==> config.mk <==
export PLATFORM = sky130hd
export DESIGN_NAME = brgb_seq
export DESIGN_NICKNAME = d
export VERILOG_FILES = /design/src/sv/brgb_pkg.sv /design/src/sv/brgb_seq.sv
export SDC_FILE = /design/constraint.sdc
export NUM_CORES = 1
export LEC_CHECK = 0
export BUFFER_PORTS_ARGS = -buffer_cell sky130_fd_sc_hd__buf_4
export CAP_MARGIN = 40
export CELL_PAD_IN_SITES_DETAIL_PLACEMENT = 0
export CELL_PAD_IN_SITES_GLOBAL_PLACEMENT = 2
export CORE_ASPECT_RATIO = 0.7
export CORE_MARGIN = 10
export CORE_UTILIZATION = 38
export DETAILED_ROUTE_END_ITERATION = 10
export PLACE_DENSITY_LB_ADDON = 0.1
export SYNTH_ARGS = -nofsm -noshare
export SYNTH_HDL_FRONTEND = slang
export SYNTH_SLANG_ARGS = --single-unit
==> constraint.sdc <==
create_clock -name clk -period 9.5 [get_ports clk]
set_input_delay 0.95 -clock clk [delete_from_list [all_inputs] [get_ports clk]]
set_output_delay 0.95 -clock clk [all_outputs]
set_load 0.02 [all_outputs]
==> src/sv/brgb_pkg.sv <==
package brgb_pkg;

  // configuration port
  localparam int CFG_DATA_W = 16;
  localparam int CFG_INDEX_W = 1;
  localparam int FRAME_WIDTH_W = 13;
  localparam int FRAME_HEIGHT_W = 16;
  localparam int ROW_W = 16;

  localparam logic [CFG_INDEX_W-1:0] REG_FRAME_WIDTH = 1'b0;
  localparam logic [CFG_INDEX_W-1:0] REG_FRAME_HEIGHT = 1'b1;

  localparam logic [FRAME_WIDTH_W-1:0] FRAME_WIDTH_RESET = 13'd1920;
  localparam logic [FRAME_HEIGHT_W-1:0] FRAME_HEIGHT_RESET = 16'd1080;

  // per-item control decided at acceptance, used once the line store read returns
  typedef struct packed {
    logic emit;      // item gives a pixel pair
    logic top_row;   // pair is a top-row pair (odd row arriving)
    logic wr_even;   // samples go to the even row store
    logic wr_odd;    // samples go to the odd row store
    logic eof;       // pair closes the frame
  } brgb_ctl_t;

endpackage

==> src/sv/brgb_seq.sv <==
module brgb_seq import brgb_pkg::*; #(
  parameter int PAIR_DEPTH = 2048,
  parameter int ADDR_W = 11
) (
  input  logic                   clk,
  input  logic                   rst,
  input  logic                   cfg_we,
  input  logic [CFG_INDEX_W-1:0] cfg_index,
  input  logic [CFG_DATA_W-1:0]  cfg_data,
  input  logic                   accept,
  input  logic                   drain,
  output logic [ADDR_W-1:0]      rd_addr,
  output brgb_ctl_t              ctl
);

  localparam int PAIRS_W = ADDR_W + 1;
  localparam logic [15:0] DEPTH16 = 16'(PAIR_DEPTH);

  logic [FRAME_WIDTH_W-1:0]  frame_width;
  logic [FRAME_HEIGHT_W-1:0] frame_height;
  logic [ADDR_W-1:0]         pair_column, pair_column_next;
  logic [ROW_W-1:0]          row_index, row_index_next;

  logic [15:0]        half_width;
  logic [15:0]        pairs16;
  logic [PAIRS_W-1:0] pairs;
  logic [PAIRS_W-1:0] col_ext;
  logic [PAIRS_W-1:0] col_c;
  logic               last_col;
  logic [ROW_W-1:0]   rows;
  logic               drain_row;

  // configuration registers
  always_ff @(posedge clk) begin
    if (rst) begin
      frame_width  <= FRAME_WIDTH_RESET;
      frame_height <= FRAME_HEIGHT_RESET;
    end else if (cfg_we) begin
      case (cfg_index)
        REG_FRAME_WIDTH:  frame_width  <= cfg_data[FRAME_WIDTH_W-1:0];
        REG_FRAME_HEIGHT: frame_height <= cfg_data[FRAME_HEIGHT_W-1:0];
        default: ;
      endcase
    end
  end

  // row geometry: pairs per row clamped to 1..depth, rows rounded down to even, min 2
  always_comb begin
    half_width = {4'b0, frame_width[FRAME_WIDTH_W-1:1]};
    if (half_width == 16'd0) begin
      pairs16 = 16'd1;
    end else if (half_width > DEPTH16) begin
      pairs16 = DEPTH16;
    end else begin
      pairs16 = half_width;
    end
    pairs = pairs16[PAIRS_W-1:0];

    col_ext  = {1'b0, pair_column};
    col_c    = (col_ext >= pairs) ? (pairs - 1'b1) : col_ext;
    last_col = (col_c == (pairs - 1'b1));
    rd_addr  = col_c[ADDR_W-1:0];

    if (frame_height[FRAME_HEIGHT_W-1:1] == '0) begin
      rows = 16'd2;
    end else begin
      rows = {frame_height[FRAME_HEIGHT_W-1:1], 1'b0};
    end
    drain_row = (row_index >= rows);
  end

  // decode the item and step the raster position
  always_comb begin
    ctl = '0;
    pair_column_next = pair_column;
    row_index_next   = row_index;
    if (drain_row) begin
      ctl.emit    = 1'b1;
      ctl.wr_even = !drain;
      ctl.eof     = last_col;
      if (last_col) begin
        pair_column_next = '0;
        row_index_next   = drain ? '0 : ROW_W'(1);
      end else begin
        pair_column_next = col_c[ADDR_W-1:0] + 1'b1;
      end
    end else if (!drain) begin
      if (!row_index[0]) begin
        ctl.emit    = (row_index != '0);
        ctl.wr_even = 1'b1;
      end else begin
        ctl.emit    = 1'b1;
        ctl.top_row = 1'b1;
        ctl.wr_odd  = 1'b1;
      end
      if (last_col) begin
        pair_column_next = '0;
        row_index_next   = row_index + 1'b1;
      end else begin
        pair_column_next = col_c[ADDR_W-1:0] + 1'b1;
      end
    end
  end

  always_ff @(posedge clk) begin
    if (rst) begin
      pair_column <= '0;
      row_index   <= '0;
    end else if (accept) begin
      pair_column <= pair_column_next;
      row_index   <= row_index_next;
    end
  end

  // column stays inside the row once the geometry is settled
  a_col_in_row: assert property (@(posedge clk) disable iff (rst)
    (accept && !cfg_we) |=> ({1'b0, pair_column} < pairs))
    else $error("pair column beyond row");

  // a drain-row item always gives a pair
  a_drain_emits: assert property (@(posedge clk) disable iff (rst)
    (accept && drain_row) |-> ctl.emit)
    else $error("drain row item without pair");

  // never both stores for one item
  a_one_store: assert property (@(posedge clk) disable iff (rst)
    !(ctl.wr_even && ctl.wr_odd))
    else $error("item written to both stores");

endmodule

==> results of run 1 <==
[layout make-up]
cell class	instances	area (µm²)
Fill cell	1089	5870
Multi-Input combinational cell	427	2790
Sequential cell	54	1080
Timing Repair Buffer	39	293
Tap cell	148	185
Clock buffer	6	139
Inverter	37	139
Clock inverter	2	12.5
[how the worst max path moves through the flow]
stage	from	end	slack, ns
floorplan	frame_width[12]$_SDFFE_PP0P_	pair_column[6]$_SDFFE_PP0P_	4.71
global placement	frame_width[3]$_SDFFE_PP0P_	row_index[4]$_SDFFE_PP0P_	4.29
detailed placement	frame_width[3]$_SDFFE_PP0P_	ctl[0]	4.41
CTS	frame_width[3]$_SDFFE_PP0P_	ctl[0]	4.07
global route	frame_width[3]$_SDFFE_PP0P_	ctl[0]	3.52
finish	frame_width[3]$_SDFFE_PP0P_	ctl[0]	3.98
[worst min-delay path, delay by kind of cell (launching register included)]
family,cells,cell delay (ns)
flops,1,0.31
simple gates,1,0.05
compound gates,1,0.05
[routing by layer]
metal  up-vias  global-route usage, %  wire length (µm)
met5         -                      0                 0
met4         0                   2.45                60
met3         5                   3.44               598
met2        87                   20.3              4620
met1      1885                   24.7              6740
li1       2033                      -                 -
[stage by stage]
step / area [µm²] / cells / utilization, % / hold WS, ns
after floorplan: 4150 / 549 / - / 0.436
after detailed placement: 4490 / 705 / 42.7 / 0.455
after CTS: 4640 / 713 / 44.1 / 0.464
after global routing: 4640 / 713 / 44.1 / 0.484
final: 4640 / 713 / 44.1 / 0.463
after global placement: 4480 / 704 / 42.6 / 0.452
[placed cells by master, fill, tap and decap left out, drive strengths merged, types with 10 or more instances in the layout]
cell | netlist | layout
nand2 | 88 | 88
dfxtp | 54 | 54
a21oi | 49 | 49
buf | 5 | 39
inv | 36 | 36
ha | 30 | 30
nor2 | 24 | 24
nand3 | 19 | 19
o21ai | 18 | 18
o31ai | 14 | 14
or4 | 13 | 13
nand4 | 11 | 11
nor4 | 10 | 10
[power breakdown]
| group | switching [mW] | leakage (nW) | internal [mW] |
|---|---|---|---|
| combinational | 0.0541 | 1.41 | 0.0363 |
| sequential | 0.0102 | 0.439 | 0.233 |
| clock | 0.0850 | 0.0729 | 0.105 |
| total | 0.149 | 1.92 | 0.374 |
[state kept, by name (all words and copies together), names as in the netlist]
register,flops
frame_height,15
frame_width,12
pair_column,11
row_index,16
[cells by family after synthesis]
| logic type | share of synthesized area, % |
|---|---|
| AOI/OAI and AO/OA | 23.3 |
| xor gates and xnor gates | 2.23 |
| adders and majority gates | 9.05 |
| buffers and inverters | 6.66 |
| DFF | 26.1 |
| muxes | 3.02 |
| and+or+nand+nor | 29.7 |
==> flow_summary.ini, run 1 <==
[floorplan]
fp.dieH_um = 107
num_io_pins = 38
placementRows = 31
die-area_um2 = 15600
start_util_pct = 39.5
die_x_um = 145
core_um2 = 10500

[setup_path]
worstSetupPathType = flip-flop to output port
crit_chain = nor3_1, a41oi_1, nor2_1, inv_1, ha_1, clkinv_1, xnor3_1, a2111oi_0, o221ai_1, nor4_4, a21oi_2, nor2_1, buf_4
path_common_cell = nor2_1
reg2reg_depth = 13
cp.depth = 13
slowest_stage = dfxtp_1
crit_family = compound AO/OA/AOI/OAI gates
r2r_slack_ns = 4.56
critPathMaxFanout = 13
startpoint_type = flip-flop
critPathRequiredTime_ns = 8.55
cp.arrival_ns = 4.57
cp_num_buf_inv = 3
critPathCaptureType = output port
rr_startpoint = frame_width[3]$_SDFFE_PP0P_
max_stage_delay_ns = 0.62
r2r_end = row_index[14]$_SDFFE_PP0P_

[logic_synthesis]
syn_area_um2 = 4150
synth_nets = 601
ys_top_cells_by_count = 88 x nand2_1, 54 x dfxtp_1, 48 x a21oi_1, 36 x inv_1, 30 x ha_1
ys.flop_type = dfxtp_1
async_flop_share_pct = 0
synth_cell_types = 68
synth_area_leaders = dfxtp_1 26%, ha_1 9.0%, nand2_1 8.0%
synth_largest_area_cell = dfxtp_1
synth-warning-count = 0
synth_edf_count = 0
ys_seq_elements = 54
synth-seq-area-share_pct = 26.1
yosysTopAreaCellShare_pct = 26.1
syn-mean-instance-area_um2 = 7.56
yosysMostFrequentCell = nand2_1
syn_inst = 549

[timing]
tightest_slew_ns = 0.734
fin_ws_ns = 3.98
period_share_pct = 58.1
min_period_ns = 5.52
rsz0062_at_grt = no
finalMaxSlewViolations = 0
hold_viol_final = 0
setup_viol = 0
fin_skew_ns = 0.00942
tns_ns = 0
slew_headroom_pct = 50.9
fmax_mhz = 181

[worst_hold_path]
min-delay-start = frame_height[1]$_SDFFE_PP0P_
hold_depth = 2
holdPathEnd = frame_height[1]$_SDFFE_PP0P_
hp-class = flip-flop to flip-flop

[cts]
cts_hold_buf = 0
cts_root_buffer = clkbuf_16
cts_tree = yes
ctsLongestPathBuffers = 2
clk_latency_ns = 0.29
cts_made_buffers = 5
clk_pin_slew_ns = 0.07
cts_setup_buffers = 0
cts_resized = 0
cts_htree_levels = 2
clock_sinks = 54

[placed_design]
dp_hpwl_um = 9330
gp_congestion = 0.852
port_buffers = 36
dp_slack_ns = 4.41

[outcome]
status = finished, final reports clean

[global_routing]
grt_pass1_wl_um = 19500
overflow = 0
grt_max_degree = 37
grt_use_total_pct = 15.5
antenna_found_initial = 0
grt_pass1_vias = 3641

[detailed_routing]
wl_per_cell_um = 16.9
vias_per_cell = 5.62
vias = 4010
dr.pass1.iters = 5
drtIter0Drc = 332
postRouteAntennaNets = 0
drcViolationCount = 0
wl_um = 12000

[power]
peakVddDrop_mv = 0.0692
power.total_mw = 0.523
p_leak_nw = 1.92
powerDensity_nw_per_um2 = 113

[final_layout]
area_growth_pct = 11.9
layout-drive-gt1-share_pct = 11.3
diodes = 0
nets = 616

[run]
drv_cap = 0
Note: power is estimated with default switching activity, not from simulation.
==> inputs of run 2 (changes only) <==
ABC_AREA = 1   (was unset)
CORE_UTILIZATION = 30   (was 38)
clock period = 4.95 ns   (was 9.5 ns; I/O delays follow)
==> run 2 against run 1 <==
  * Global-route usage down 2.5 points
  * Non-clock buffer count stayed put
  * Largest power group unchanged
  * Largest cell class unchanged
  * Worst setup slack got worse by 3.5 ns
  * Die area grew 23%
  * Cell count up 20%
  * Design area is 1.6% higher
  * Synthesized cell count increased by 17%
  * Hold slack worse by 0.028 ns
  * Critical path type unchanged
==> flow_summary.ini, run 2 <==
[power]
p_int_mw = 0.766
peakVddDrop_mv = 0.140
clockPowerShare_pct = 37.3
seqPwrFrac_pct = 43.1
power.total_mw = 1.08
switching_power_mw = 0.316
p_comb_share_pct = 19.5
p_leak_nw = 2.07
switching_share_pct = 29.2
powerDensity_nw_per_um2 = 230

[timing]
fin_skew_ns = 0.00873
tns_ns = 0
slew_headroom_pct = 47.5
finalMaxSlewViolations = 0
whs_ns = 0.435
rsz0062_at_grt = no
tightest_slew_ns = 0.777
min_period_ns = 4.43
period_share_pct = 89.5
fin_ws_ns = 0.522
hold_viol_final = 0
fmax_mhz = 226
setup_viol = 0

[cts]
cts_made_buffers = 5
ctsLongestPathBuffers = 2
cts_tree = yes
cts_resized = 0
clk_pin_slew_ns = 0.07
clock_sinks = 54
cts_htree_levels = 2
cts_setup_buffers = 0
cts_root_buffer = clkbuf_16
cts_hold_buf = 0
clk_latency_ns = 0.29

[global_routing]
grt_pass1_wl_um = 20500
grt_pass1_vias = 3733
grt_use_total_pct = 13.1
grt_max_degree = 29
overflow = 0
antenna_found_initial = 0

[floorplan]
core_um2 = 13400
start_util_pct = 31.1
fp.dieH_um = 119
num_io_pins = 38
die-area_um2 = 19100
die_x_um = 161
placementRows = 35

[setup_path]
r2r_slack_ns = 0.69
startpoint_type = flip-flop
critPathMaxFanout = 19
cp-startpoint = frame_width[7]$_SDFFE_PP1P_
critPathCaptureType = output port
cp.arrival_ns = 3.93
critPathRequiredTime_ns = 4.45
r2r_end = pair_column[8]$_SDFFE_PP0P_
rr_startpoint = frame_width[7]$_SDFFE_PP1P_
reg2reg_depth = 24
worstSetupPathType = flip-flop to output port

[final_layout]
area_growth_pct = 13.0
regMostFlops = row_index
final_common_cell = nand2_1
largest_register_ffs = 16
diodes = 0
final_cell_mix = 144 x nand2_1, 75 x nor2_1, 71 x inv_1
final_cells = 853
largestRegisters = row_index (16), frame_height (15), frame_width (12)
nets = 719
layout-drive-gt1-share_pct = 11.1
fill_cells = 1487

[logic_synthesis]
synth_nets = 695
ys.flop_type = dfxtp_1
yosysTopAreaCellShare_pct = 25.9
synth_edf_count = 0
ys_seq_elements = 54
synth_area_leaders = dfxtp_1 26%, nand2_1 13%, ha_1 9.0%
ys_top_cells_by_count = 144 x nand2_1, 75 x nor2_1, 71 x inv_1, 62 x nand3_1, 54 x dfxtp_1
syn_inst = 643
syn_area_um2 = 4170
yosysMostFrequentCell = nand2_1
synth-seq-area-share_pct = 25.9
synth_largest_area_cell = dfxtp_1
async_flop_share_pct = 0
syn-mean-instance-area_um2 = 6.49
synth-warning-count = 0
synth_cell_types = 44

[detailed_routing]
vias = 4093
postRouteAntennaNets = 0
vias_per_cell = 4.80
wl_um = 12800
wl_per_cell_um = 15.0
drcViolationCount = 0
drtIter0Drc = 223
dr.pass1.iters = 4

[worst_hold_path]
hp-class = input port to flip-flop
holdPathEnd = frame_width[7]$_SDFFE_PP1P_
min-delay-start = cfg_data[7]
hold_depth = 3

[placed_design]
port_buffers = 36
dp_slack_ns = 0.716
dp.cells = 845
dp_hpwl_um = 10200
gp_congestion = 0.845

[run]
drv_cap = 0

[outcome]
status = finished, final reports clean
-- run 2: area by class of cell --
type,count,area [µm²],area share (%)
well taps,185,231,4.91
flip-flops and latches,54,1080,22.9
repair buffers,39,293,6.21
inverters,78,293,6.21
multi-input cells,489,2650,56.3
clock buffers,7,133,2.81
clock inverters,1,30.0,0.637
-- run 2: power groups by stage --
stage	Clock, mW	Combinational [mW]	Sequential, mW
after detailed placement	0	0.212	0.477
after CTS	0.415	0.213	0.467
after floorplan	0	0.154	0.472
final	0.404	0.211	0.467
after global placement	0	0.210	0.477
after global routing	0.432	0.242	0.470
-- run 2: layer usage --
metal / global-route usage, % / part of all wire, % / vias to the layer above
li1: - / - / 2163
met5: 0 / 0 / -
met3: 3.09 / 4.4 / 6
met2: 16.2 / 36 / 64
met4: 1.93 / 0.49 / 0
met1: 21.4 / 59 / 1860
-- run 2: cell families (layout without fill, tap and decap cells) --
group / count (synthesis) / count (layout) / share of synthesized area (%)
AND/OR/NAND/NOR: 338 / 338 / 36.7
AO/OA/AOI/OAI: 102 / 102 / 13.7
buffers and inverters: 100 / 125 / 10.5
flip-flops: 54 / 54 / 25.9
adder cells (fa/ha/maj): 30 / 30 / 9.00
XOR/XNOR: 19 / 19 / 4.17
-- run 2: worst max-delay path, cell delays in order, from the launching register on --
cell and delay, ns:
dfxtp_1 0.36, nor2_1 0.18, nand2_1 0.07, nor2_1 0.10, nand2_1 0.07, nand2_2 0.27, nand2_1 0.18, ha_1 0.32
nand2_1 0.06, a21oi_1 0.06, o21ai_1 0.19, nand4_2 0.48, nor2_1 0.32, a21oi_2 0.11, nand2_1 0.10, nand2_1 0.07
nor2_2 0.11, nand3_2 0.10, nor2_4 0.14, inv_1 0.10, nor2_1 0.10, buf_4 0.15
-- run 2: worst max-delay path by stage --
stage,to,slack [ns],cells after the start
after floorplan,pair_column[8]$_SDFFE_PP0P_,1.37,24
after global placement,pair_column[8]$_SDFFE_PP0P_,0.75,25
after detailed placement,pair_column[8]$_SDFFE_PP0P_,0.72,24
after CTS,ctl[0],0.48,21
after global routing,ctl[0],0.13,21
final,ctl[0],0.52,21
-- run 2: through the flow --
stage / cell area (µm²) / utilization [%]
final: 4710 / 35.2
after global routing: 4710 / 35.2
after CTS: 4710 / 35.2
after detailed placement: 4550 / 34.0
after global placement: 4550 / 34.0
after floorplan: 4170 / -
