$ cat config.mk
export PLATFORM = sky130hd
export DESIGN_NAME = brgb_out
export DESIGN_NICKNAME = d
export VERILOG_FILES = /design/src/sv/brgb_pkg.sv /design/src/sv/brgb_out.sv
export SDC_FILE = /design/constraint.sdc
export NUM_CORES = 1
export LEC_CHECK = 0
export BUFFER_PORTS_ARGS = -buffer_cell sky130_fd_sc_hd__buf_2
export CORE_UTILIZATION = 42
export CTS_BUF_LIST = sky130_fd_sc_hd__clkbuf_4
export DETAILED_ROUTE_END_ITERATION = 6
export GPL_ROUTABILITY_DRIVEN = 0
export PLACE_DENSITY_LB_ADDON = 0.15
export SYNTH_ARGS = -nofsm -noshare
export SYNTH_HDL_FRONTEND = slang
export SYNTH_SLANG_ARGS = --single-unit
$ cat constraint.sdc
create_clock -name clk -period 0.9 [get_ports clk]
set_input_delay 0.18 -clock clk [delete_from_list [all_inputs] [get_ports clk]]
set_output_delay 0.18 -clock clk [all_outputs]
set_load 0.005 [all_outputs]
$ cat src/sv/brgb_pkg.sv
package brgb_pkg;

  // configuration port
  localparam int CFG_DATA_W = 16;
  localparam int CFG_INDEX_W = 1;
  localparam int FRAME_WIDTH_W = 13;
  localparam int FRAME_HEIGHT_W = 16;
  localparam int ROW_W = 16;

  localparam logic [CFG_INDEX_W-1:0] REG_FRAME_WIDTH = 1'b0;
  localparam logic [CFG_INDEX_W-1:0] REG_FRAME_HEIGHT = 1'b1;

  localparam logic [FRAME_WIDTH_W-1:0] FRAME_WIDTH_RESET = 13'd1920;
  localparam logic [FRAME_HEIGHT_W-1:0] FRAME_HEIGHT_RESET = 16'd1080;

  // per-item control decided at acceptance, used once the line store read returns
  typedef struct packed {
    logic emit;      // item gives a pixel pair
    logic top_row;   // pair is a top-row pair (odd row arriving)
    logic wr_even;   // samples go to the even row store
    logic wr_odd;    // samples go to the odd row store
    logic eof;       // pair closes the frame
  } brgb_ctl_t;

endpackage

$ cat src/sv/brgb_out.sv
module brgb_out import brgb_pkg::*; #(
  parameter int SAMPLE_BITS = 16
) (
  input  logic                   clk,
  input  logic                   rst,
  input  logic                   load,
  input  logic [SAMPLE_BITS-1:0] pix_red,
  input  logic [SAMPLE_BITS-1:0] pix_green,
  input  logic [SAMPLE_BITS-1:0] pix_blue,
  input  logic                   pix_eof,
  output logic                   free,
  output logic                   out_valid,
  input  logic                   out_ready,
  output logic [SAMPLE_BITS-1:0] red,
  output logic [SAMPLE_BITS-1:0] green,
  output logic [SAMPLE_BITS-1:0] blue,
  output logic                   last_of_pair,
  output logic                   end_of_frame
);

  logic valid;
  logic phase;
  logic eof_hold;

  // a new pair may load as the second pixel of the current one is taken
  assign free = !valid || (out_ready && phase);

  always_ff @(posedge clk) begin
    if (rst) begin
      valid <= 1'b0;
      phase <= 1'b0;
    end else if (load) begin
      valid <= 1'b1;
      phase <= 1'b0;
    end else if (valid && out_ready) begin
      if (phase) begin
        valid <= 1'b0;
        phase <= 1'b0;
      end else begin
        phase <= 1'b1;
      end
    end
  end

  // both pixels of a pair share the colour
  always_ff @(posedge clk) begin
    if (load) begin
      red      <= pix_red;
      green    <= pix_green;
      blue     <= pix_blue;
      eof_hold <= pix_eof;
    end
  end

  assign out_valid    = valid;
  assign last_of_pair = phase;
  assign end_of_frame = phase && eof_hold;

  // a freshly loaded pair starts on its first pixel
  a_load_first: assert property (@(posedge clk) disable iff (rst)
    load |=> (out_valid && !last_of_pair))
    else $error("pair does not start on first pixel");

  // second pixel follows the first once taken
  a_second_follows: assert property (@(posedge clk) disable iff (rst)
    (out_valid && out_ready && !last_of_pair) |=> (out_valid && last_of_pair))
    else $error("second pixel of pair lost");

  // end of frame only on a shown second pixel
  a_eof_second: assert property (@(posedge clk) disable iff (rst)
    end_of_frame |-> (out_valid && last_of_pair))
    else $error("end of frame off the second pixel");

endmodule

==> qor.txt, run 1 <==
Initial core utilization -> 45.5%
Net count of the mapped netlist -> 111
Layout cells sized above 1 -> 54.2%
Unique masters post-synth -> 9
Top post-synthesis cells by area -> edfxtp_1, dfxtp_1, a211oi_2, a21bo_1, a21bo_2
Buffers and inverters on the worst path -> 1
Max transition margin -> 89.4%
Die area -> 3980 um2
Switching power total -> 903 uW
Avg Cell Area, Syn -> 27.0 um2
Post-Route Setup TNS -> -8130 ps
Switching fraction of total power -> 19.4%
Flip-flop and latch area -> 1510 um2
R2r worst-path depth -> 3
Hold Violations, Final -> 0
Cell count after placement -> 210
Sequential-to-total area share from yosys stat -> 96.4%
CTS tree -> built
Level count of the clock H-tree -> 2
Clock latency on the worst-skew pair -> 350 ps
Number of DRC violations after detailed-routing iteration 0 -> 54
Global-route wire length before repair -> 5630 um
Cell area after layout -> 2830 um2
Std-Cell Rows -> 21
TritonCTS Sinks -> 51
Count of warnings emitted by yosys -> 0
Ports -> 105
Count of max-cap constraint violations -> 0
Number of CTS-inserted buffers -> 5
Aggregate routed wire length -> 3840 um
Peak supply drop -> 0.00141 V
RSZ-0062 raised after global routing -> true
Worst min-delay path class -> input pin to flop
Final instance count without filler cells -> 271
Post-route fraction of the period consumed by the critical path -> 135%
Critical Path, Cell by Cell -> a21bo_4, buf_6
Number of max-slew violations in the final report -> 0
Failing checks -> setup timing
Ratio of routed vias to standard cells -> 4.40
Worst setup timing slack at the placement stage -> 4.11 ps
Clk pin slew, worst setup/hold paths -> 130 ps
Max stage delay cell, worst path -> dfxtp_2
Tmin final -> 1210 ps
Number of filler instances in the final layout -> 190
P per Cell Area -> 1650 nW/um2
Cell leakage power -> 0.00123 uW
Maximum number of pins on one net before global-route repair -> 31
Top achievable clock speed -> 823 MHz
Number of global-route vias before repair -> 1277
Sort of element at the end of the critical path -> output pin
Outcome -> finished, violations left
Logic gate share of total power -> 12.8%
Net count of the finished layout -> 277
Area overhead of the layout relative to synthesis -> 80.4%
Worst clock skew -> 5.53 ps
Overall fraction of global-route tracks in use -> 19.7%
Startpoint kind of the worst setup timing path -> flop
Required time of the critical path -> 720 ps
Count of buffers from port buffering -> 104
Critical path start-end classification -> flop to output pin
Post-synthesis cell type with the largest combined area -> edfxtp_1
# setup viols final -> 53
Critical path depth in cells -> 2
Ant. Diodes -> 0
Maximum cell stage delay along the critical path -> 360 ps
Die X -> 63.1 um
CP Data Arrival Time -> 1030 ps
Antenna viol nets, final -> 0
DP Area -> 2190 um2
Hold depth -> 3
Power after layout -> 4660 uW
Core Region -> 3440 um2
Congestion Overflow GR -> 0
Clock network power share -> 26.0%
Post-synth top area share -> 93.9%
Highest fanout seen on the critical path -> 2
Share of total power in sequential cells -> 61.2%
Worst-case setup margin in the final layout -> -315 ps
Cells after Synth -> 58
Total standard cell area after synthesis -> 1570 um2
Average wire per standard cell -> 14.2 um
Cell internal power dissipation -> 3750 uW
Largest delay share family, worst path -> flip-flops
Max clock buf depth -> 2
Yosys reg bits -> 51
Number of search-and-repair iterations in the first detailed-routing pass -> 4
Overall via count from detail_route -> 1193
Clock root buffer master -> clkbuf_4
Area used by multi-input combinational logic -> 63.8 um2
Number of remaining DRC errors -> 0
Worst slew pin tran -> 159 ps
Initial antenna violation count -> 0
Height of the die -> 63.1 um
## power by group through the flow
| stage | combinational (uW) | clock [uW] | sequential [uW] |
|---|---|---|---|
| 2_1_floorplan | 13.1 | 0 | 2930 |
| 3_3_place_gp | 379 | 0 | 2890 |
| 3_5_place_dp | 387 | 0 | 2900 |
| 4_1_cts | 578 | 1240 | 2840 |
| 5_1_grt | 639 | 1320 | 2870 |
| 6_report | 597 | 1210 | 2850 |
## per-layer routing
| layer | wire, um | track usage [%] |
|---|---|---|
| met5 | 0 | 0 |
| met4 | 89 | 6.98 |
| met3 | 295 | 5.80 |
| met2 | 2180 | 39.1 |
| met1 | 1270 | 18.5 |
## repair_timing
action / 4_1_cts / 5_1_grt
setup endpoints to repair: 52 / 53
hold buffers: 50 / 0
gates resized for setup: 7 / 3
endpoints found under the hold margin: 51 / 0
pin swaps: 1 / 1
buffers inserted: 2 / 1
## registers in the layout, indices dropped and copies added (netlist names)
register and cells:
out_valid 1, eof_hold 1, blue 16, green 16, red 16, last_of_pair 1
## worst paths after layout
check,endpoint,start,slack (ps)
hold reg to reg,last_of_pair$_SDFFE_PP0P_,out_valid$_SDFFE_PP0P_,660
hold / removal,last_of_pair$_SDFFE_PP0P_,out_ready,140
setup / recovery,free,out_valid$_SDFFE_PP0P_,-310
setup reg to reg,last_of_pair$_SDFFE_PP0P_,last_of_pair$_SDFFE_PP0P_,-40
## cells in the mapped netlist (all sizes together)
cell type,count
a211oi,1
a21bo,2
a21oi,1
and2,1
dfxtp,2
edfxtp,49
inv,1
nand3b,1
## kinds of logic after synthesis
kind of cell / share of synthesized area [%]
compound gates: 2.39
buf+inv: 0.239
flops: 96.4
simple gates: 0.958
## worst register-to-register path, delay by kind of cell (launching register included)
kind	cells	cell delay, ps
compound gates	2	380
buf+inv	1	110
flops	1	380
## through the flow
stage	util (%)	hold slack, ps
2_1_floorplan	-	245
3_3_place_gp	63.5	355
3_5_place_dp	63.5	358
4_1_cts	81.5	112
5_1_grt	82.2	113
6_report	82.2	136
## final cells by class
class,count,area share (%)
well taps,46,2.04
clock buffers,5,1.33
multi-input cells,6,2.26
clock inverters,3,1.37
repair buffers,159,39.3
inverters,1,0.133
flip-flops and latches,51,53.5
## placed cells by master (no fill, tap or decap)
| cell | instances |
|---|---|
| buf_4 | 2 |
| buf_2 | 100 |
| edfxtp_1 | 49 |
| and2_4 | 1 |
| nand3b_1 | 1 |
| clkbuf_4 | 5 |
| a211oi_2 | 1 |
| dfxtp_2 | 2 |
| a21bo_1 | 1 |
| clkinv_1 | 1 |
| a21oi_2 | 1 |
| bufinv_16 | 1 |
| clkinv_2 | 1 |
| buf_6 | 5 |
| inv_1 | 1 |
| buf_12 | 2 |
| dlygate4sd3_1 | 50 |
| a21bo_4 | 1 |
No activity file was read; power rests on OpenSTA's default activity.
==> inputs of run 2 (changes only) <==
==> constraint.sdc (replaced) <==
create_clock -name clk -period 1.3 [get_ports clk]
set_input_delay 0.26 -clock clk [delete_from_list [all_inputs] [get_ports clk]]
set_output_delay 0.26 -clock clk [all_outputs]
set_load 0.005 [all_outputs]
==> qor.txt, run 2 (synthesis gave the netlist of run 1 again) <==
Outcome -> complete, no violations
Clock latency on the worst-skew pair -> 340 ps (about the same)
CTS tree -> built
Startpoint of the most critical register-to-register path -> out_valid$_SDFFE_PP0P_
Clk pin slew, worst setup/hold paths -> 120 ps (about the same)
End point of the most critical hold path -> last_of_pair$_SDFFE_PP0P_
Post-Route Setup TNS -> 0 ps (+8130 ps)
Total length of routed met2 wires -> 1470 um (-33%)
Number of CTS-inserted buffers -> 5 (unchanged)
Sort of element at the end of the critical path -> output pin
Aggregate routed wire length -> 2810 um (-27%)
Number of search-and-repair iterations in the first detailed-routing pass -> 4 (unchanged)
Final instance count without filler cells -> 218 (-20%)
Layout cells sized above 1 -> 68.6% (+14 points)
Commonest cells after routing, fill and taps aside -> buf_2, edfxtp_1, clkbuf_4
Die area -> 3980 um2 (unchanged)
RSZ-0062 raised after global routing -> true
P per Cell Area -> 1270 nW/um2 (-23%)
Global-route wire length before repair -> 4260 um (-24%)
Area overhead of the layout relative to synthesis -> 43.1%
Cell area after layout -> 2240 um2 (-21%)
Required time of the critical path -> 1040 ps (+320 ps)
Std-Cell Rows -> 21 (unchanged)
Buffers and inverters on the worst path -> 1 (unchanged)
Hold path startpoint -> rst
Net count of the finished layout -> 225 (-19%)
Largest delay share family, worst path -> flip-flops
Max stage delay cell, worst path -> dfxtp_2
Number of max-slew violations in the final report -> 0 (unchanged)
Flip-flop and latch area -> 1510 um2 (unchanged)
Setup slack of the worst register-to-register path -> 440 ps (+480 ps)
CP Data Arrival Time -> 1020 ps (about the same)
Worst min-delay path class -> input pin to flop
Post-route fraction of the period consumed by the critical path -> 98.8%
Most common cell after layout, fill and taps aside -> buf_2
Peak supply drop -> 0.000765 V (-46%)
Count of hold-fix buffers inserted at cts -> 0 (-100%)
Number of filler instances in the final layout -> 280 (+47%)
Worst clock skew -> 2.38 ps (-3.16 ps)
Cell count after placement -> 210 (unchanged)
Area used by multi-input combinational logic -> 53.8 um2 (-16%)
Hold Violations, Final -> 0 (unchanged)
Max clock buf depth -> 2 (unchanged)
Startpoint kind of the worst setup timing path -> flop
TritonCTS Sinks -> 51 (unchanged)
Max transition margin -> 89.2% (-0.18 points)
R2r worst-path depth -> 3 (unchanged)
Count of max-cap constraint violations -> 0 (unchanged)
Highest routing layer actually used -> met4
Overall fraction of global-route tracks in use -> 15.0% (-4.7 points)
Antenna viol nets, final -> 0 (unchanged)
Ratio of routed vias to standard cells -> 4.48 (+1.8%)
Congestion Overflow GR -> 0 (unchanged)
DP Area -> 2190 um2 (unchanged)
Level count of the clock H-tree -> 2 (unchanged)
Core Region -> 3440 um2 (unchanged)
Critical path start-end classification -> flop to output pin
Top Registers -> blue x16, green x16, red x16
Number of global-route vias before repair -> 964 (-25%)
Initial antenna violation count -> 0 (unchanged)
Maximum cell stage delay along the critical path -> 340 ps (-20 ps)
Initial core utilization -> 45.5% (unchanged)
Number of DRC violations after detailed-routing iteration 0 -> 36 (-33%)
Maximum number of pins on one net before global-route repair -> 31 (unchanged)
Cell leakage power -> 0.000984 uW (-20%)
Worst slew pin tran -> 162 ps (+2.76 ps)
Critical Path, Cell by Cell -> a21bo_2, buf_2
Ports -> 105 (unchanged)
Average wire per standard cell -> 12.9 um (-9.1%)
RR Endpoint -> last_of_pair$_SDFFE_PP0P_
Ant. Diodes -> 0 (unchanged)
Tmin final -> 1280 ps
Top achievable clock speed -> 778 MHz
Detailed route wirelength on metal3 -> 307 um (+4.1%)
Highest fanout seen on the critical path -> 2 (unchanged)
Overall via count from detail_route -> 977 (-18%)
Routed length on met1 -> 962 um (-24%)
# setup viols final -> 0 (-100%)
Height of the die -> 63.1 um (unchanged)
Count of buffers from port buffering -> 104 (unchanged)
Clock root buffer master -> clkbuf_4
Die X -> 63.1 um (unchanged)
Hold depth -> 2 (-1)
Number of remaining DRC errors -> 0 (unchanged)
## run 2: worst register-to-register path, delay by kind of cell (launching register included)
family | cells | cell delay, ps
buffers and inverters | 1 | 130
flip-flops | 1 | 340
AO/OA/AOI/OAI | 2 | 330
## run 2: routing by layer
| metal | vias up | global-route usage [%] |
|---|---|---|
| met5 | - | 0 |
| li1 | 456 | - |
| met3 | 7 | 7.07 |
| met1 | 450 | 13.9 |
| met4 | 0 | 6.98 |
| met2 | 64 | 27.4 |
## run 2: through the flow
step	hold WS, ps	total power, uW	worst slack (ps)	utilization, %
2_1_floorplan	325	2040	454	-
3_3_place_gp	436	2260	342	63.5
3_5_place_dp	438	2280	326	63.5
4_1_cts	48.0	2880	-10.7	65.1
5_1_grt	46.2	2960	-28.5	65.2
6_report	66.6	2850	15.4	65.2
## run 2: final cells by class
class                   count  share of cell area [%]
multi-input cells           6                    2.40
flip-flops and latches     51                    67.5
well taps                  46                    2.57
clock buffers               5                    1.67
repair buffers            107                    25.3
inverters                   1                   0.167
clock inverters             2                   0.390
## run 2: how the worst max path moves through the flow
stage | from | end | slack [ps] | cells past startpoint
final | out_valid$_SDFFE_PP0P_ | free | 20 | 2
after global routing | out_valid$_SDFFE_PP0P_ | free | -30 | 2
after CTS | eof_hold$_DFFE_PP_ | end_of_frame | -10 | 2
after detailed placement | out_valid$_SDFFE_PP0P_ | free | 330 | 2
after global placement | out_ready | free | 340 | 3
after floorplan | out_valid$_SDFFE_PP0P_ | free | 450 | 1
## run 2: where the power goes
group	internal [uW]	leakage (uW)	switching, uW
registers	1940	0.000497	29.1
clock network	193	0.0000285	425
logic	152	0.000459	117
## run 2: repair_timing
action / 4_1_cts / 5_1_grt
pin swaps: 0 / 1
buffers inserted: 1 / 0
endpoints found under the setup margin: 2 / 2
resized for setup: 2 / 1
==> inputs of run 3 (changes only) <==
--- a/config.mk
+++ b/config.mk
@@ -10,6 +10,7 @@
 export CTS_BUF_LIST = sky130_fd_sc_hd__clkbuf_4
 export DETAILED_ROUTE_END_ITERATION = 6
 export GPL_ROUTABILITY_DRIVEN = 0
+export MAX_ROUTING_LAYER = met4
 export PLACE_DENSITY_LB_ADDON = 0.15
 export SYNTH_ARGS = -nofsm -noshare
 export SYNTH_HDL_FRONTEND = slang
==> qor.txt, run 3 (synthesis gave the netlist of run 1 again) <==
Outcome -> complete, no violations
Max clock buf depth -> 2 (unchanged)
Most common cell after layout, fill and taps aside -> buf_2
Maximum number of pins on one net before global-route repair -> 31 (unchanged)
Met3 Usage GRT -> 5.80% (-1.3 points)
CTS tree -> built
Layout cells sized above 1 -> 68.6% (unchanged)
Clock latency on the worst-skew pair -> 340 ps (about the same)
Count of max-cap constraint violations -> 0 (unchanged)
Height of the die -> 63.1 um (unchanged)
Count of buffers from port buffering -> 104 (unchanged)
Initial antenna violation count -> 0 (unchanged)
Commonest cells after routing, fill and taps aside -> buf_2, edfxtp_1, clkbuf_4
Number of DRC violations after detailed-routing iteration 0 -> 37 (+2.8%)
TritonCTS Sinks -> 51 (unchanged)
Number of CTS-inserted buffers -> 5 (unchanged)
Std-Cell Rows -> 21 (unchanged)
Overall fraction of global-route tracks in use -> 15.5% (+0.48 points)
Ports -> 105 (unchanged)
Required time of the critical path -> 1040 ps (about the same)
Hold Violations, Final -> 0 (unchanged)
Core Region -> 3440 um2 (unchanged)
Worst setup timing slack at the placement stage -> 326 ps (unchanged)
Cell area after layout -> 2240 um2 (unchanged)
Cell leakage power -> 0.000984 uW (unchanged)
Number of search-and-repair iterations in the first detailed-routing pass -> 4 (unchanged)
Antenna viol nets, final -> 0 (unchanged)
Worst slew pin tran -> 159 ps (-3.14 ps)
Largest delay share family, worst path -> flip-flops
Top achievable clock speed -> 778 MHz (about the same)
CP Data Arrival Time -> 1020 ps (about the same)
Met2 capacity usage during global routing -> 27.4% (unchanged)
Number of remaining DRC errors -> 0 (unchanged)
Overall via count from detail_route -> 981 (+0.41%)
Met1 routing resource usage after global routing -> 14.9% (+1.0 points)
Number of global-route vias before repair -> 968 (+0.41%)
Layer carrying the most global-route usage -> met2
Tmin final -> 1280 ps (+0.0383 ps)
Buffers and inverters on the worst path -> 1 (unchanged)
Congestion Overflow GR -> 0 (unchanged)
Aggregate routed wire length -> 2810 um (+0.11%)
Peak supply drop -> 0.000764 V (-0.22%)
Die X -> 63.1 um (unchanged)
Critical path start-end classification -> flop to output pin
Number of filler instances in the final layout -> 280 (unchanged)
Clk pin slew, worst setup/hold paths -> 120 ps (about the same)
Worst min-delay path class -> input pin to flop
Die area -> 3980 um2 (unchanged)
Worst-case setup margin in the final layout -> 15.4 ps (-0.0383 ps)
Max stage delay cell, worst path -> dfxtp_2
Clock root buffer master -> clkbuf_4
Post-route fraction of the period consumed by the critical path -> 98.8% (about the same)
Startpoint kind of the worst setup timing path -> flop
Average wire per standard cell -> 12.9 um (+0.11%)
Final worst hold slack -> 67.5 ps (+0.929 ps)
Top Registers -> blue x16, green x16, red x16
Initial core utilization -> 45.5% (unchanged)
Max transition margin -> 89.4% (+0.21 points)
Level count of the clock H-tree -> 2 (unchanged)
RSZ-0062 raised after global routing -> true
Sort of element at the end of the critical path -> output pin
Worst clock skew -> 2.96 ps (+0.587 ps)
Global-route wire length before repair -> 4270 um (+0.16%)
Ratio of routed vias to standard cells -> 4.50 (+0.41%)
# setup viols final -> 0 (unchanged)
Critical Path, Cell by Cell -> a21bo_2, buf_2
Number of max-slew violations in the final report -> 0 (unchanged)
Ant. Diodes -> 0 (unchanged)
P per Cell Area -> 1270 nW/um2 (about the same)
Count of hold-fix buffers inserted at cts -> 0 (unchanged)
Area overhead of the layout relative to synthesis -> 43.1% (unchanged)
Highest fanout seen on the critical path -> 2 (unchanged)
Maximum cell stage delay along the critical path -> 340 ps (about the same)
Net count of the finished layout -> 225 (unchanged)
DP Area -> 2190 um2 (unchanged)
[run 3: cell counts in the layout (fill, tap and decap cells not counted)]
Identical to the previous run, type by type.
[run 3: power breakdown]
group	internal (uW)	switching, uW	total (uW)
clock network	193	423	616
registers	1940	29.1	1970
logic	152	117	269
total	2280	569	2850
[run 3: cell type report]
| type | count | area [um2] | share of cell area (%) |
|---|---|---|---|
| flip-flops and latches | 51 | 1510 | 67.5 |
| clock inverters | 2 | 8.76 | 0.390 |
| well taps | 46 | 57.6 | 2.57 |
| inverters | 1 | 3.75 | 0.167 |
| clock buffers | 5 | 37.5 | 1.67 |
| repair buffers | 107 | 568 | 25.3 |
| multi-input cells | 6 | 53.8 | 2.40 |
[run 3: repair_timing]
action,in CTS,in global routing
resized for setup,2,1
endpoints found under the setup margin,2,2
setup buffers,1,0
pin swaps,0,1
[run 3: worst paths after layout]
check | start | to | slack, ps | cells after the start
max | out_valid$_SDFFE_PP0P_ | free | 20 | 2
min | rst | last_of_pair$_SDFFE_PP0P_ | 70 | 2
max reg2reg | out_valid$_SDFFE_PP0P_ | last_of_pair$_SDFFE_PP0P_ | 440 | 3
min reg2reg | last_of_pair$_SDFFE_PP0P_ | last_of_pair$_SDFFE_PP0P_ | 580 | 2
[run 3: per-layer routing]
layer  vias to the layer above  wire length, um
li1                        457                -
met1                       453              994
met2                        64             1480
met3                         7              267
met4                         0               74
met5                         -                0
[run 3: through the flow]
stage | instances | total power [uW] | setup TNS (ps) | utilization, %
finish | 218 | 2850 | 0 | 65.2
global route | 218 | 2960 | -28.5 | 65.2
CTS | 218 | 2880 | -18.0 | 65.1
detailed placement | 210 | 2280 | 0 | 63.5
global placement | 210 | 2260 | 0 | 63.5
floorplan | 58 | 2040 | 0 | -
